File: src/hdl/ttrc_pkg.sv
`timescale 1ns / 1ps
// ----------------------------------------------------------------------------
// Three-term recurrence checksum package
// Widths, recurrence constants and the reduction modulo 65535.
// ----------------------------------------------------------------------------
package ttrc_pkg;

   localparam int unsigned BYTE_W = 8;
   localparam int unsigned TERM_W = 16;
   localparam int unsigned PROD_W = TERM_W + BYTE_W + 1;

   localparam logic [BYTE_W-1:0] ALPHA_STEP   = 8'd17;
   localparam logic [BYTE_W-1:0] BETA_STEP    = 8'd31;
   localparam logic [TERM_W-1:0] FIRST_OFFSET = 16'd7;
   localparam logic [TERM_W-1:0] TERM_INIT    = 16'd1;
   localparam logic [TERM_W:0]   MODULUS      = 17'd65535;

   // Since 2^16 is 1 modulo 65535, the upper bits fold onto the lower half.
   function automatic logic [TERM_W-1:0] mod_fold(input logic [PROD_W-1:0] value);
      logic [TERM_W:0] sum;
      sum = (TERM_W+1)'(value[PROD_W-1:TERM_W]) + (TERM_W+1)'(value[TERM_W-1:0]);
      if (sum >= MODULUS) begin
         sum = sum - MODULUS;
      end
      return sum[TERM_W-1:0];
   endfunction

endpackage

File: src/hdl/three_term_recurrence_checksum_core.sv
`timescale 1ns / 1ps
// ----------------------------------------------------------------------------
// Three-term recurrence checksum core
// Reads a message one byte per transfer and returns a 16-bit checksum after
// the byte marked as last.
//
//   Channel  Direction  Payload
//   req      in         tdata[7:0] data_byte, tlast last_byte
//   rsp      out        tdata[15:0] checksum
//
// One byte is taken per cycle unless req is held back as below. A last
// byte goes from the input register through the arithmetic (two small
// multipliers, a subtract and a fold modulo 65535) to the result register.
// A stall on rsp holds back req only when a last byte waits behind a full
// result register. Reset sets the terms to 1, zeroes index and valid flags.
// ----------------------------------------------------------------------------
module three_term_recurrence_checksum_core
   import ttrc_pkg::*;
(
   input  logic                clock,
   input  logic                reset,
   input  logic                req_tvalid,
   output logic                req_tready,
   input  logic [BYTE_W-1:0]   req_tdata,   // [7:0] data_byte
   input  logic                req_tlast,
   output logic                rsp_tvalid,
   input  logic                rsp_tready,
   output logic [TERM_W-1:0]   rsp_tdata    // [15:0] checksum
);

   logic                stage_valid_ff, stage_valid_in;
   logic [BYTE_W-1:0]   stage_byte_ff, stage_byte_in;
   logic                stage_last_ff, stage_last_in;

   logic                first_pending_ff, first_pending_in;
   logic [BYTE_W-1:0]   byte_index_ff, byte_index_in;
   logic [TERM_W-1:0]   older_term_ff, older_term_in;
   logic [TERM_W-1:0]   newer_term_ff, newer_term_in;

   logic                out_valid_ff, out_valid_in;
   logic [TERM_W-1:0]   out_data_ff, out_data_in;

   logic                out_free;
   logic                stage_advance;
   logic                req_transfer;

   logic [BYTE_W-1:0]   alpha;
   logic [BYTE_W-1:0]   beta;
   logic [BYTE_W:0]     factor;
   logic [PROD_W-1:0]   plus_term;
   logic [PROD_W-1:0]   minus_term;
   logic [PROD_W-1:0]   distance;
   logic [TERM_W-1:0]   distance_mod;
   logic [TERM_W-1:0]   next_term;

   assign out_free      = !out_valid_ff || rsp_tready;
   assign stage_advance = stage_valid_ff && (!stage_last_ff || out_free);
   assign req_tready    = !stage_valid_ff || stage_advance;
   assign req_transfer  = req_tvalid && req_tready;

   assign rsp_tvalid = out_valid_ff;
   assign rsp_tdata  = out_data_ff;

   always_comb begin
      alpha      = BYTE_W'(byte_index_ff * ALPHA_STEP);
      beta       = BYTE_W'(byte_index_ff * BETA_STEP);
      factor     = (BYTE_W+1)'(stage_byte_ff) + (BYTE_W+1)'(alpha);
      plus_term  = PROD_W'(factor) * PROD_W'(newer_term_ff);
      minus_term = PROD_W'(beta) * PROD_W'(older_term_ff);
      if (plus_term >= minus_term) begin
         distance = plus_term - minus_term;
      end else begin
         distance = minus_term - plus_term;
      end
      distance_mod = mod_fold(distance);
      // A negative difference wraps through 2^64, which is 1 modulo 65535.
      if (plus_term >= minus_term) begin
         next_term = distance_mod;
      end else if (distance_mod <= TERM_INIT) begin
         next_term = TERM_INIT - distance_mod;
      end else begin
         next_term = TERM_W'(MODULUS - (TERM_W+1)'(distance_mod) + 17'd1);
      end
   end

   always_comb begin
      stage_valid_in = stage_valid_ff;
      stage_byte_in  = stage_byte_ff;
      stage_last_in  = stage_last_ff;
      if (req_transfer) begin
         stage_valid_in = 1'b1;
         stage_byte_in  = req_tdata;
         stage_last_in  = req_tlast;
      end else if (stage_advance) begin
         stage_valid_in = 1'b0;
      end
   end

   always_comb begin
      first_pending_in = first_pending_ff;
      byte_index_in    = byte_index_ff;
      older_term_in    = older_term_ff;
      newer_term_in    = newer_term_ff;
      out_valid_in     = out_valid_ff && !rsp_tready;
      out_data_in      = out_data_ff;
      if (stage_advance) begin
         if (first_pending_ff) begin
            newer_term_in = TERM_W'(stage_byte_ff) + FIRST_OFFSET;
            older_term_in = TERM_INIT;
            byte_index_in = BYTE_W'(1);
         end else begin
            newer_term_in = next_term;
            older_term_in = newer_term_ff;
            byte_index_in = byte_index_ff + BYTE_W'(1);
         end
         first_pending_in = 1'b0;
         if (stage_last_ff) begin
            out_valid_in     = 1'b1;
            out_data_in      = newer_term_in;
            first_pending_in = 1'b1;
            byte_index_in    = '0;
            older_term_in    = TERM_INIT;
            newer_term_in    = TERM_INIT;
         end
      end
   end

   always_ff @(posedge clock) begin
      if (reset) begin
         stage_valid_ff   <= 1'b0;
         out_valid_ff     <= 1'b0;
         first_pending_ff <= 1'b1;
         byte_index_ff    <= '0;
         older_term_ff    <= TERM_INIT;
         newer_term_ff    <= TERM_INIT;
      end else begin
         stage_valid_ff   <= stage_valid_in;
         out_valid_ff     <= out_valid_in;
         first_pending_ff <= first_pending_in;
         byte_index_ff    <= byte_index_in;
         older_term_ff    <= older_term_in;
         newer_term_ff    <= newer_term_in;
      end
   end

   always_ff @(posedge clock) begin
      stage_byte_ff <= stage_byte_in;
      stage_last_ff <= stage_last_in;
      out_data_ff   <= out_data_in;
   end

endmodule

File: config.mk
export PLATFORM = sky130hd
export DESIGN_NAME = three_term_recurrence_checksum_core
export DESIGN_NICKNAME = d
export VERILOG_FILES = /design/src/hdl/ttrc_pkg.sv /design/src/hdl/three_term_recurrence_checksum_core.sv
export SDC_FILE = /design/constraint.sdc
export NUM_CORES = 1
export LEC_CHECK = 0
export BUFFER_PORTS_ARGS = -buffer_cell sky130_fd_sc_hd__buf_2
export CAP_MARGIN = 20
export CORE_ASPECT_RATIO = 1.75
export CORE_MARGIN = 4
export CORE_UTILIZATION = 60
export CTS_CLUSTER_DIAMETER = 60
export CTS_CLUSTER_SIZE = 14
export DETAILED_ROUTE_END_ITERATION = 10
export HOLD_SLACK_MARGIN = 0.08
export PLACE_DENSITY_LB_ADDON = 0.2
export SYNTH_ARGS = -nofsm -noshare
export SYNTH_HDL_FRONTEND = slang
export SYNTH_SLANG_ARGS = --single-unit
File: constraint.sdc
create_clock -name clock -period 22.2 [get_ports clock]
set_input_delay 2.22 -clock clock [delete_from_list [all_inputs] [get_ports clock]]
set_output_delay 2.22 -clock clock [all_outputs]
set_load 0.01 [all_outputs]
==> results summary <==
The number of enable-type register cells in the synthesized netlist is 25. STA classifies the critical path startpoint as a flip-flop. Counting stages on the worst path, the most repeated cell is sky130_fd_sc_hd__a21oi_1. The fraction of final layout cells sized beyond drive strength 1 came out at 4.88%.

In this design, the stage delay of the slowest critical-path cell is 0.92 ns. For this block, the via count after detailed routing is roughly 14000. The required arrival time at the worst endpoint is 22.28 ns. At the end of the flow, the number of nets in the layout was about 2300. The path with the worst hold slack has its endpoint at byte_index_ff[7]. The clock period minus worst slack came out at between 15 and 20 ns.

The worst register-to-register path ends at rsp_tdata[2]. For this run, the leading register cell type out of synthesis is sky130_fd_sc_hd__dfxtp_1. In this run the post-CTS setup repair buffer count came out at 0. The post-synthesis instance area is roughly 16000 sq um. The count of final setup violators came out at 0.

The number of instances on the worst hold path came out at 2. Leaving out fill and tap cells, the most frequent cell in the layout is sky130_fd_sc_hd__inv_1. The measured slew at the worst slew-check pin is around 1.1 ns.

The number of placement rows came out at about 80. The post-detailed-route count of antenna-violating nets came out at 0. The via count of the first global-routing pass came out at between 10000 and 15000. The final number of max-transition violations is 0. Dividing the synthesized area by the synthesized cell count gives around 8.3 sq um.

The starting density of the core came out at 60.7%. The clock latency on the worst-skew pair is between 0.3 and 0.4 ns. The hold-fix buffer count after cts is 0. Dividing the final minimum period by the clock period gives between 80% and 90%. In this run, synthesis produced a sequential element count of 68. Clock-pin slew was measured on the worst setup and hold paths at around 0.07 ns. The post-synth net total came out at approximately 2300. The initial antenna violation count is 0.

The first global-routing pass estimated approximately 74 mm of wire. The number of cells on the worst reg-to-reg path is between 60 and 70. The clock passes through at most 2 buffers.

The max capacitance violation total came out at 0. The post-cts gate resize count came out at 0. The vertical die dimension came out at roughly 220 um. Counting every instance in the synthesized netlist gives ~1900. Leaving out fill and tap cells, the most frequent cells in the layout are 303 x sky130_fd_sc_hd__inv_1, 216 x sky130_fd_sc_hd__nand2_1, 197 x sky130_fd_sc_hd__fa_1, 172 x sky130_fd_sc_hd__ha_1, 139 x sky130_fd_sc_hd__and2_1.

Of all flip-flops after synthesis, the portion carrying an async set or reset was 0%. The clock tree skew after final layout is approximately 0.014 ns. The run finished with clean final reports. In the final layout, the multi-input gates occupy ~13000 sq um. The average wire per standard cell came out at approximately 20 um. The I/O pin count is 31. The maximum clock rate is roughly 55 MHz. After legalization and detailed placement, the total HPWL measured 37.7 mm. Setup repair after global routing left no endpoint under its margin.

The remaining routing DRC violations came out at 0. The kind of end point of the critical path is a flip-flop. Entering global routing, the biggest net connects 42 pins. The launch instance of the worst min-delay path is byte_index_ff[7]. The number of endpoints with negative hold slack in the final report was 0. The number of antenna diodes came out at 0. The total clock buffers created by CTS came out at 9. The storage element area is between 1500 and 2000 sq um. In the final timing run, aggregate negative setup slack is 0 ns. The buffer cell driving the clock tree root is sky130_fd_sc_hd__clkbuf_16.

Using the TritonRoute via totals, the vias-per-cell ratio works out to around 6.0. The launch instance of the worst register-to-register path is byte_index_ff[0]. The sum of overflow across all layers after global routing came out at 0. The pre-antenna-repair detailed-routing pass consisted of 5 iterations. The worst-case register-to-register setup slack came out at 4.17 ns. The min-delay analysis places its worst path in the category reg -> reg. Among all stages on the critical path, the largest delay is contributed by sky130_fd_sc_hd__dfxtp_1. The area growth from synthesis to layout came out at 3.83%. Global routing used between 30% and 40% of the available tracks across all layers. Sequential cells were found to cover between 10% and 20% of the synthesized design area.

The yosys synthesis warning count is 0. The maximum level of the CTS H-tree came out at 3. The count of buffers from port buffering is 30. The total wire length came out at 45.5 mm. Headroom to the max-slew limit came out at between 20% and 30%. The area of the placeable core is 26500 sq um. The type of the worst setup path is reg -> reg. Yosys mapped the design onto 85 distinct sky130hd cell types. The first routing iteration left roughly 800 violations.

The floorplan die area came out at 29600 sq um. The top fanout value on the critical path came out at approximately 40. The die boundary width is between 100 and 150 um. The CTS tree is yes. The number of clock sinks is about 70. After filler insertion, the fill cell instance count of the layout stands at between 2000 and 2500. The final weighted congestion in routability-driven placement is around 1.

The signal arrival time at the worst endpoint came out at between 15 and 20 ns.
[final cells by class]
class                           instances  share of cell area (%)
Clock inverter                          7                   0.479
Multi-Input combinational cell       1494                    77.8
Timing Repair Buffer                   43                    1.48
Clock buffer                            9                    1.35
Sequential cell                        68                    9.65
Tap cell                              324                    2.43
Inverter                              305                    6.85
[routing by layer]
layer	GRT usage, %	routed length (um)	up-vias
li1	-	-	6294
met1	34.8	16400	6659
met2	58.7	24200	437
met3	2.69	1890	150
met4	16.4	3040	0
met5	0	0	-
[flip-flops by register name, summed over array words and instances, names as in the netlist]
name and cells:
newer_term_ff 16, older_term_ff 16, rsp_tdata 16, byte_index_ff 8, stage_byte_ff 8, first_pending_ff 1
rsp_tvalid 1, stage_last_ff 1, stage_valid_ff 1
[worst max-delay path, delay by kind of cell, from the launching register on]
family	cells	cell delay (ns)
AO/OA/AOI/OAI	34	6.63
adder cells (fa/ha/maj)	12	5.35
AND/OR/NAND/NOR	11	2.42
XOR/XNOR	5	1.37
flip-flops	1	0.92
multiplexers	2	0.59
buffers and inverters	4	0.44
[worst max path at each step]
stage / depth (start not counted) / start / slack, ns / to
CTS: 68 / byte_index_ff[0] / 4.15 / rsp_tdata[2]
global route: 68 / byte_index_ff[0] / 2.70 / rsp_tdata[2]
detailed placement: 68 / byte_index_ff[0] / 4.20 / rsp_tdata[2]
floorplan: 72 / byte_index_ff[1] / 6.43 / rsp_tdata[2]
finish: 68 / byte_index_ff[0] / 4.17 / rsp_tdata[2]
global placement: 68 / byte_index_ff[0] / 3.90 / rsp_tdata[2]
[cells by family after synthesis]
family | synth area share, %
AND/OR/NAND/NOR | 19.3
buffers and inverters | 9.24
adder cells (fa/ha/maj) | 37.9
AO/OA/AOI/OAI | 14.7
XOR/XNOR | 7.55
flip-flops | 10.0
multiplexers | 1.25
[per-stage QoR]
step | utilization (%) | instance area (sq um) | setup slack (ns) | hold slack (ns) | std cells
after floorplan | - | 16100 | 6.43 | 0.440 | 1947
after global routing | 63.1 | 16700 | 2.70 | 0.576 | 2250
final | 63.1 | 16700 | 4.17 | 0.555 | 2250
after detailed placement | 61.9 | 16400 | 4.20 | 0.548 | 2234
after CTS | 63.1 | 16700 | 4.15 | 0.557 | 2250
after global placement | 61.8 | 16400 | 3.90 | 0.540 | 2232
[cell usage after synthesis (all sizes together) (3+ instances only)]
cell type | number | share of area, %
xor2 | 48 | 2.7
a211o | 3 | 0.16
a211oi | 19 | 1.1
nor2b | 27 | 1.0
inv | 304 | 7.1
a21o | 41 | 1.9
or2 | 6 | 0.23
o21ai | 61 | 1.9
a22oi | 17 | 0.79
nor3 | 34 | 1.1
a221oi | 5 | 0.27
or3 | 6 | 0.23
o41ai | 4 | 0.22
and3 | 10 | 0.39
o21a | 11 | 0.51
mux2i | 16 | 1.0
o31ai | 8 | 0.54
a21oi | 92 | 2.9
a32oi | 3 | 0.16
a21boi | 3 | 0.14
nor4 | 7 | 0.44
clkbuf | 64 | 1.5
and2 | 140 | 5.4
a31oi | 17 | 0.66
nand3 | 27 | 0.92
a311oi | 3 | 0.20
nand4 | 15 | 0.58
nand3b | 4 | 0.19
ha | 172 | 13
nand2 | 216 | 5.0
o21bai | 30 | 1.4
or4 | 8 | 0.42
buf | 16 | 0.62
fa | 197 | 25
o211ai | 6 | 0.28
edfxtp | 25 | 4.7
a22o | 5 | 0.27
dfxtp | 43 | 5.4
xnor2 | 89 | 4.9
nand2b | 14 | 0.54
nor2 | 95 | 2.2
mux2 | 3 | 0.23
Power is left out: the tool's default activity adds up to more than one toggle a clock period on the data nets, which glitch-free logic cannot reach.
